<file path="config.mk">
export PLATFORM = sky130hd
export DESIGN_NAME = learning_bridge_mac_table_core
export DESIGN_NICKNAME = d
export VERILOG_FILES = /design/src/rtl/lbmt_pkg.sv /design/src/rtl/learning_bridge_mac_table_core.sv
export SDC_FILE = /design/constraint.sdc
export NUM_CORES = 2
export LEC_CHECK = 0
export ABC_AREA = 0
export BUFFER_PORTS_ARGS = -buffer_cell sky130_fd_sc_hd__buf_2
export CORE_MARGIN = 5
export CORE_UTILIZATION = 31
export DETAILED_ROUTE_END_ITERATION = 10
export PLACE_DENSITY = 0.48
export SYNTH_ARGS = -nofsm -noshare
export SYNTH_HDL_FRONTEND = slang
export SYNTH_MEMORY_MAX_BITS = 65536
export SYNTH_SLANG_ARGS = --single-unit
</file>
<file path="constraint.sdc">
create_clock -name clk_i -period 9.1 [get_ports clk_i]
set_clock_uncertainty 0.2 [all_clocks]
set_input_delay 1.365 -clock clk_i [delete_from_list [all_inputs] [get_ports clk_i]]
set_output_delay 1.365 -clock clk_i [all_outputs]
set_load 0.02 [all_outputs]
</file>
<file path="src/rtl/lbmt_pkg.sv">
package lbmt_pkg;
  localparam int unsigned TableEntriesDef = 64;
  localparam int unsigned PortsDef        = 8;
  localparam int unsigned TimeBitsDef     = 16;
  localparam int unsigned MaxAgeReset     = 300;
  localparam int unsigned PortCountReset  = 8;
  localparam int unsigned MacW            = 48;
  localparam int unsigned PortW           = 3;

  localparam logic [1:0] DecForward = 2'd0;
  localparam logic [1:0] DecFlood   = 2'd1;
  localparam logic [1:0] DecFilter  = 2'd2;
  localparam logic [1:0] DecTick    = 2'd3;

  localparam logic CfgPortCount = 1'b0;
  localparam logic CfgMaxAge    = 1'b1;
endpackage

</file>
<file path="src/rtl/learning_bridge_mac_table_core.sv">
// Learning bridge forwarding table with aging.
// Slave stream s_axis: one item per transfer. tuser = mode (0 frame, 1 tick).
// tdata = {ingress_port, dest_mac, source_mac}, source_mac in the low bits.
// Master stream m_axis: one result per item; tdata = {aged_count, table_full,
// station_moved, source_learned, decision, egress_mask}, mask lowest.
// Configuration: cfg_we_i / cfg_idx_i / cfg_wdata_i write port_count (0) and
// max_age (1); write only while idle.
// A frame walks the table one entry per cycle from a memory with one read
// and one write port (MAC, port, last-seen), comparing both addresses and
// tracking the first free slot, then writes the source entry unless the table
// is full. A tick walks it likewise and clears each expired entry's valid bit.
// Either way the result is registered after the scan, last and learn states.
// The table walk sets the rate; one item is in flight at a time.
// Reset clears all valid bits (flip-flops), the seconds counter and the
// registers; no clearing pass is needed. The result sits in an output
// register until taken; a new item is taken only after that, so a stalled
// sink delays the next input transfer.
module learning_bridge_mac_table_core
  import lbmt_pkg::*;
#(
  parameter int unsigned TABLE_ENTRIES = TableEntriesDef,
  parameter int unsigned PORTS         = PortsDef,
  parameter int unsigned TIME_BITS     = TimeBitsDef
) (
  input  logic         clk_i,
  input  logic         rst_ni,
  input  logic         s_axis_tvalid,
  output logic         s_axis_tready,
  // [47:0] source_mac, [95:48] dest_mac, [98:96] ingress_port, zero fill
  input  logic [103:0] s_axis_tdata,
  // [0] mode
  input  logic         s_axis_tuser,
  output logic         m_axis_tvalid,
  input  logic         m_axis_tready,
  // [7:0] egress_mask, [9:8] decision, [10] source_learned,
  // [11] station_moved, [12] table_full, [19:13] aged_count, zero fill
  output logic [23:0]  m_axis_tdata,
  input  logic         cfg_we_i,
  input  logic         cfg_idx_i,
  input  logic [14:0]  cfg_wdata_i
);
  localparam int unsigned AW = (TABLE_ENTRIES > 1) ? $clog2(TABLE_ENTRIES) : 1;
  localparam int unsigned CW = AW + 1;

  typedef enum logic [2:0] {
    StIdle, StScan, StLast, StLearn, StOut
  } state_e;

  typedef struct packed {
    logic [MacW-1:0]      mac;
    logic [PortW-1:0]     port;
    logic [TIME_BITS-1:0] seen;
  } entry_t;

  entry_t mem [TABLE_ENTRIES];
  entry_t rd_q;
  logic [TABLE_ENTRIES-1:0] valid_q;

  state_e state_q;
  logic [CW-1:0] idx_q;      // read address counter
  logic [AW-1:0] cmp_idx_q;  // entry whose data is in rd_q
  logic          cmp_v_q;
  logic          mode_q;
  logic [MacW-1:0]  src_q, dst_q;
  logic [PortW-1:0] ing_q;
  logic          dfound_q, sfound_q, ffound_q;
  logic [PortW-1:0] dport_q, sport_q;
  logic [AW-1:0] sidx_q, fidx_q;
  logic [6:0]    aged_q;
  logic [TIME_BITS-1:0] now_q;
  logic [3:0]    port_cnt_q;
  logic [14:0]   max_age_q;
  logic [23:0]   out_q;
  logic          out_v_q;

  // age compare
  logic [TIME_BITS-1:0] age;
  logic                 too_old;
  assign age = now_q - rd_q.seen;
  always_comb begin
    if (TIME_BITS > 15) too_old = age > TIME_BITS'(max_age_q);
    else too_old = {{(32-TIME_BITS){1'b0}}, age} > {17'd0, max_age_q};
  end

  logic [3:0] pc;
  always_comb begin
    pc = port_cnt_q;
    if (pc == 4'd0) pc = 4'd1;
    if (pc > 4'(PORTS)) pc = 4'(PORTS);
  end

  logic [7:0] flood_mask;
  assign flood_mask = 8'((9'd1 << pc) - 9'd1) & ~(8'd1 << ing_q);

  logic cur_valid;
  assign cur_valid = valid_q[cmp_idx_q];

  assign s_axis_tready = (state_q == StIdle) && !out_v_q;
  assign m_axis_tvalid = out_v_q;
  assign m_axis_tdata  = out_q;

  // memory
  logic          mem_we;
  logic [AW-1:0] mem_wa;
  entry_t        mem_wd;
  always_comb begin
    mem_we = (state_q == StLearn) && !mode_q && (sfound_q || ffound_q);
    mem_wa = sfound_q ? sidx_q : fidx_q;
    mem_wd.mac  = src_q;
    mem_wd.port = ing_q;
    mem_wd.seen = now_q;
  end

  always_ff @(posedge clk_i) begin
    if (mem_we) mem[mem_wa] <= mem_wd;
    rd_q <= mem[idx_q[AW-1:0]];
  end

  always_ff @(posedge clk_i or negedge rst_ni) begin
    if (!rst_ni) begin
      state_q    <= StIdle;
      valid_q    <= '0;
      idx_q      <= '0;
      cmp_idx_q  <= '0;
      cmp_v_q    <= 1'b0;
      now_q      <= '0;
      port_cnt_q <= 4'(PortCountReset);
      max_age_q  <= 15'(MaxAgeReset);
      out_v_q    <= 1'b0;
      out_q      <= '0;
      mode_q     <= 1'b0;
      src_q      <= '0;
      dst_q      <= '0;
      ing_q      <= '0;
      dfound_q   <= 1'b0;
      sfound_q   <= 1'b0;
      ffound_q   <= 1'b0;
      dport_q    <= '0;
      sport_q    <= '0;
      sidx_q     <= '0;
      fidx_q     <= '0;
      aged_q     <= '0;
    end else begin
      if (cfg_we_i) begin
        unique case (cfg_idx_i)
          CfgPortCount: port_cnt_q <= cfg_wdata_i[3:0];
          CfgMaxAge:    max_age_q  <= cfg_wdata_i;
          default: ;
        endcase
      end
      if (out_v_q && m_axis_tready) out_v_q <= 1'b0;

      // compare stage, shared by scan states
      if (cmp_v_q) begin
        if (mode_q) begin
          if (cur_valid && too_old) begin
            valid_q[cmp_idx_q] <= 1'b0;
            if (aged_q != 7'd127) aged_q <= aged_q + 7'd1;
          end
        end else if (cur_valid) begin
          if (!dfound_q && rd_q.mac == dst_q) begin
            dfound_q <= 1'b1;
            dport_q  <= rd_q.port;
          end
          if (!sfound_q && rd_q.mac == src_q) begin
            sfound_q <= 1'b1;
            sport_q  <= rd_q.port;
            sidx_q   <= cmp_idx_q;
          end
        end else if (!ffound_q) begin
          ffound_q <= 1'b1;
          fidx_q   <= cmp_idx_q;
        end
      end

      unique case (state_q)
        StIdle: begin
          cmp_v_q <= 1'b0;
          if (s_axis_tvalid && s_axis_tready) begin
            mode_q   <= s_axis_tuser;
            src_q    <= s_axis_tdata[47:0];
            dst_q    <= s_axis_tdata[95:48];
            ing_q    <= s_axis_tdata[98:96];
            dfound_q <= 1'b0;
            sfound_q <= 1'b0;
            ffound_q <= 1'b0;
            aged_q   <= '0;
            idx_q    <= '0;
            if (s_axis_tuser) now_q <= now_q + 1'b1;
            state_q  <= StScan;
          end
        end
        StScan: begin
          cmp_idx_q <= idx_q[AW-1:0];
          cmp_v_q   <= 1'b1;
          if (idx_q == CW'(TABLE_ENTRIES - 1)) state_q <= StLast;
          else idx_q <= idx_q + 1'b1;
        end
        StLast: begin
          cmp_v_q <= 1'b0;
          state_q <= StLearn;
        end
        StLearn: begin
          if (!mode_q) begin
            if (sfound_q) valid_q[sidx_q] <= 1'b1;
            else if (ffound_q) valid_q[fidx_q] <= 1'b1;
          end
          out_q <= '0;
          if (mode_q) begin
            out_q[9:8]   <= DecTick;
            out_q[19:13] <= aged_q;
          end else begin
            if (!dfound_q) begin
              out_q[7:0] <= flood_mask;
              out_q[9:8] <= DecFlood;
            end else if (dport_q != ing_q) begin
              out_q[7:0] <= 8'd1 << dport_q;
              out_q[9:8] <= DecForward;
            end else begin
              out_q[9:8] <= DecFilter;
            end
            out_q[10] <= !sfound_q && ffound_q;
            out_q[11] <= sfound_q && (sport_q != ing_q);
            out_q[12] <= !sfound_q && !ffound_q;
          end
          out_v_q <= 1'b1;
          state_q <= StIdle;
        end
        default: state_q <= StIdle;
      endcase
    end
  end

  // no item taken while a result waits
  a_no_accept_busy: assert property (@(posedge clk_i) disable iff (!rst_ni)
    (s_axis_tvalid && s_axis_tready) |-> !out_v_q)
    else $error("accept while result pending");
  // a result appears only at the end of learn
  a_out_from_learn: assert property (@(posedge clk_i) disable iff (!rst_ni)
    $rose(out_v_q) |-> $past(state_q == StLearn))
    else $error("result without learn");
  // ticks never mark entries valid
  a_tick_no_learn: assert property (@(posedge clk_i) disable iff (!rst_ni)
    (state_q == StLearn && mode_q) |=> $countones(valid_q) <= $past($countones(valid_q)))
    else $error("tick set a valid bit");
endmodule

</file>
==> results.sh <==
export IMPL_dp_hpwl_mm=282
export IMPL_startpoint_type="register"
export IMPL_synth_ff_type="edfxtp_1"
export IMPL_ir_drop_uv=211
export IMPL_grt_pass1_wl_mm=762
export IMPL_vias=86500
export IMPL_cp_top_family="compound AO/OA/AOI/OAI gates"
export IMPL_crit_buf_inv=2
export IMPL_first_pass_iters=6
export IMPL_grt_overflow=0
export IMPL_tightest_slew_ns=1.23
export IMPL_chipHeight_microns=768
export IMPL_synth_top_area_cell="edfxtp_1"
export IMPL_cts_sinks=4619
export IMPL_yosysMostFrequentCell="edfxtp_1"
export IMPL_slew_headroom=0.178
export IMPL_drv_cap=0
export IMPL_start_util=0.311
export IMPL_yosys_warnings=0
export IMPL_nets=8414
export IMPL_drc=0
export IMPL_power_density_mw_per_mm2=274
export IMPL_criticalPathCategory="register to register"
export IMPL_finalCriticalPeriod_ns=6.41
export IMPL_cts_buffers=462
export IMPL_synthDistinctLibCells=80
export IMPL_core_area_sq_mm=0.573
export IMPL_maxSlewViolCount=0
export IMPL_grt_use_total=0.185
export IMPL_busiest_layer="met2"
export IMPL_antenna_found_initial=12
export IMPL_synthTopCellsByArea="edfxtp_1 72%, mux4_2 18%, dfrtp_1 3.6%, nand2_1 0.86%, dfxtp_1 0.75%"
export IMPL_cp_required_ns=9.81
export IMPL_netlist_instances=7779
export IMPL_met1_usage=0.246
export IMPL_synth_edf_count=4288
export IMPL_dieArea_sq_mm=0.590
export IMPL_clockBufferDepth=4
export IMPL_syn_area_sq_mm=0.178
export IMPL_setup_viol=0
export IMPL_grt_max_degree=139
export IMPL_wl_per_cell_microns=34.3
export IMPL_cts_tree="yes"
export IMPL_die_w_microns=768
export IMPL_p_leak_nw=62.0
export IMPL_port_buffers=142
export IMPL_synth_top_area_frac=0.722
export IMPL_ys_seq_elements=4619
export IMPL_async_reset_ff_frac=0.0572
export IMPL_dpl_cell_area_sq_mm=0.190
export IMPL_fmax_ghz=0.156
export IMPL_cp_common_cell="o21ai_0"
export IMPL_use_met2=0.322
export IMPL_post_cts_buffers=0
export IMPL_status="finished clean"
export IMPL_p_total_mw=56.1
export IMPL_finalHoldViolations=0
export IMPL_cts_root_buf="clkbuf_16"
export IMPL_io_pin_count=152
export IMPL_worstPathCellList="inv_1 > ha_1 > fa_1 > nor2b_1 > o21ai_0 > a21boi_0 > o21ai_0 > a21oi_1 > a211o_1 > a21oi_1 > xnor2_1 > ha_1 > nand3_1 > or4_1 > a21o_1 > o21ai_4 > buf_4 > o21ai_0 > o21ai_0"
export IMPL_rsz0062_at_grt="false"
export IMPL_h_tree_depth=5
export IMPL_critPathMaxStageDelay_ns=1.10
export IMPL_clk_pin_slew_ns=0.06
export IMPL_min_path_type="input pin to async pin"
export IMPL_syn_to_final_growth_pct=15.0
export IMPL_use_met3=0.0225
export IMPL_critPathCaptureType="register"
export IMPL_stdcell_area_sq_mm=0.205
export IMPL_min_period_over_period=0.705
export IMPL_rows=278
export IMPL_post_cts_resized=0
export IMPL_grt_pass1_vias=89100
export IMPL_ctsHoldBuffers=0
export IMPL_critical_path_slowest_cell="dfrtp_2"
export IMPL_postRouteAntennaNets=0
export IMPL_syn_area_per_cell_sq_um=22.9
export IMPL_gp_congestion=0.798
export IMPL_wl_mm=557
export IMPL_path_max_fanout=68
export IMPL_yosys_top_cells_count="4288 x edfxtp_1, 1413 x mux4_2, 407 x nand2_1"
export IMPL_clk_latency_ns=1.04
export IMPL_post_route_util=0.357
export IMPL_drive_gt1_frac=0.312
export IMPL_drt_iter0_drc=10800
export IMPL_viasPerCell=5.33
export IMPL_yosysSeqAreaShare=0.767
export IMPL_cp_arrival_ns=7.13
export IMPL_fin_tns_setup_ns=0
==> stage by stage <==
stage               instances  hold slack [ns]  worst slack (ns)
floorplan                7782            0.242              2.13
global placement        15300            0.254              2.81
detailed placement      15300            0.262              2.83
CTS                     16200           0.0903              2.81
global route            16200            0.150              2.36
finish                  16200            0.158              2.69
==> layout by cell type (no fill, tap or decap), types with 110 or more instances in the layout <==
cell type	n
edfxtp_1	4288
mux4_2	1413
clkbuf_16	465
nand2_1	406
buf_4	220
dfrtp_1	198
buf_2	141
o21ai_0	127
xnor2_1	119
clkbuf_1	110
==> registers in the layout (all words and copies together) (netlist names), 4 cells and up <==
signal and cells:
idx_q 7, max_age_q 15, rd_q 67, m_axis_tdata 20
mem 4288, valid_q 64, port_cnt_q 4, sidx_q 6
now_q 16, fidx_q 6, dst_q 48, cmp_idx_q 6
aged_q 7, src_q 48
==> power by group <==
part,switching [mW],total (mW),internal [mW]
registers,1.10,27.0,25.9
logic,6.23,10.1,3.90
clock network,8.31,18.9,10.6
==> routing by layer <==
metal | wire length, microns | vias up | part of all wire
met4 | 15100 | 0 | 0.027
met5 | 0 | - | 0
li1 | - | 33900 | -
met1 | 227000 | 48800 | 0.41
met2 | 284000 | 3142 | 0.51
met3 | 31100 | 750 | 0.056
==> cell families after synthesis <==
logic type | synth area share
multiplexers | 0.182
XOR/XNOR | 0.00639
flip-flops | 0.767
AO/OA/AOI/OAI | 0.0122
other | 0.0000421
adder cells (fa/ha/maj) | 0.00285
buffers and inverters | 0.0108
AND/OR/NAND/NOR | 0.0182
==> final timing paths <==
kind | from | cells after the start | endpoint | slack [ns]
worst max-delay path | now_q[0] | 19 | valid_q[29] | 2.69
worst min-delay path | rst_ni | 1 | port_cnt_q[2] | 0.16
worst max register to register | now_q[0] | 19 | valid_q[29] | 2.69
worst min register to register | m_axis_tdata[9] | 1 | m_axis_tdata[9] | 0.28
max in group asynchronous | rst_ni | 2 | valid_q[5] | 7.05
min in group clk_i | m_axis_tdata[9] | 1 | m_axis_tdata[9] | 0.28
==> cell type report <==
cell class	instances	area (sq um)
diodes	8	20.0
clock buffers	604	12400
clock inverters	263	2530
fillers	52400	368000
inverters	48	180
multi-input cells	2706	40100
flip-flops and latches	4619	137000
well taps	7560	9460
repair buffers	411	3350
Note: power is estimated with default switching activity, not from simulation.
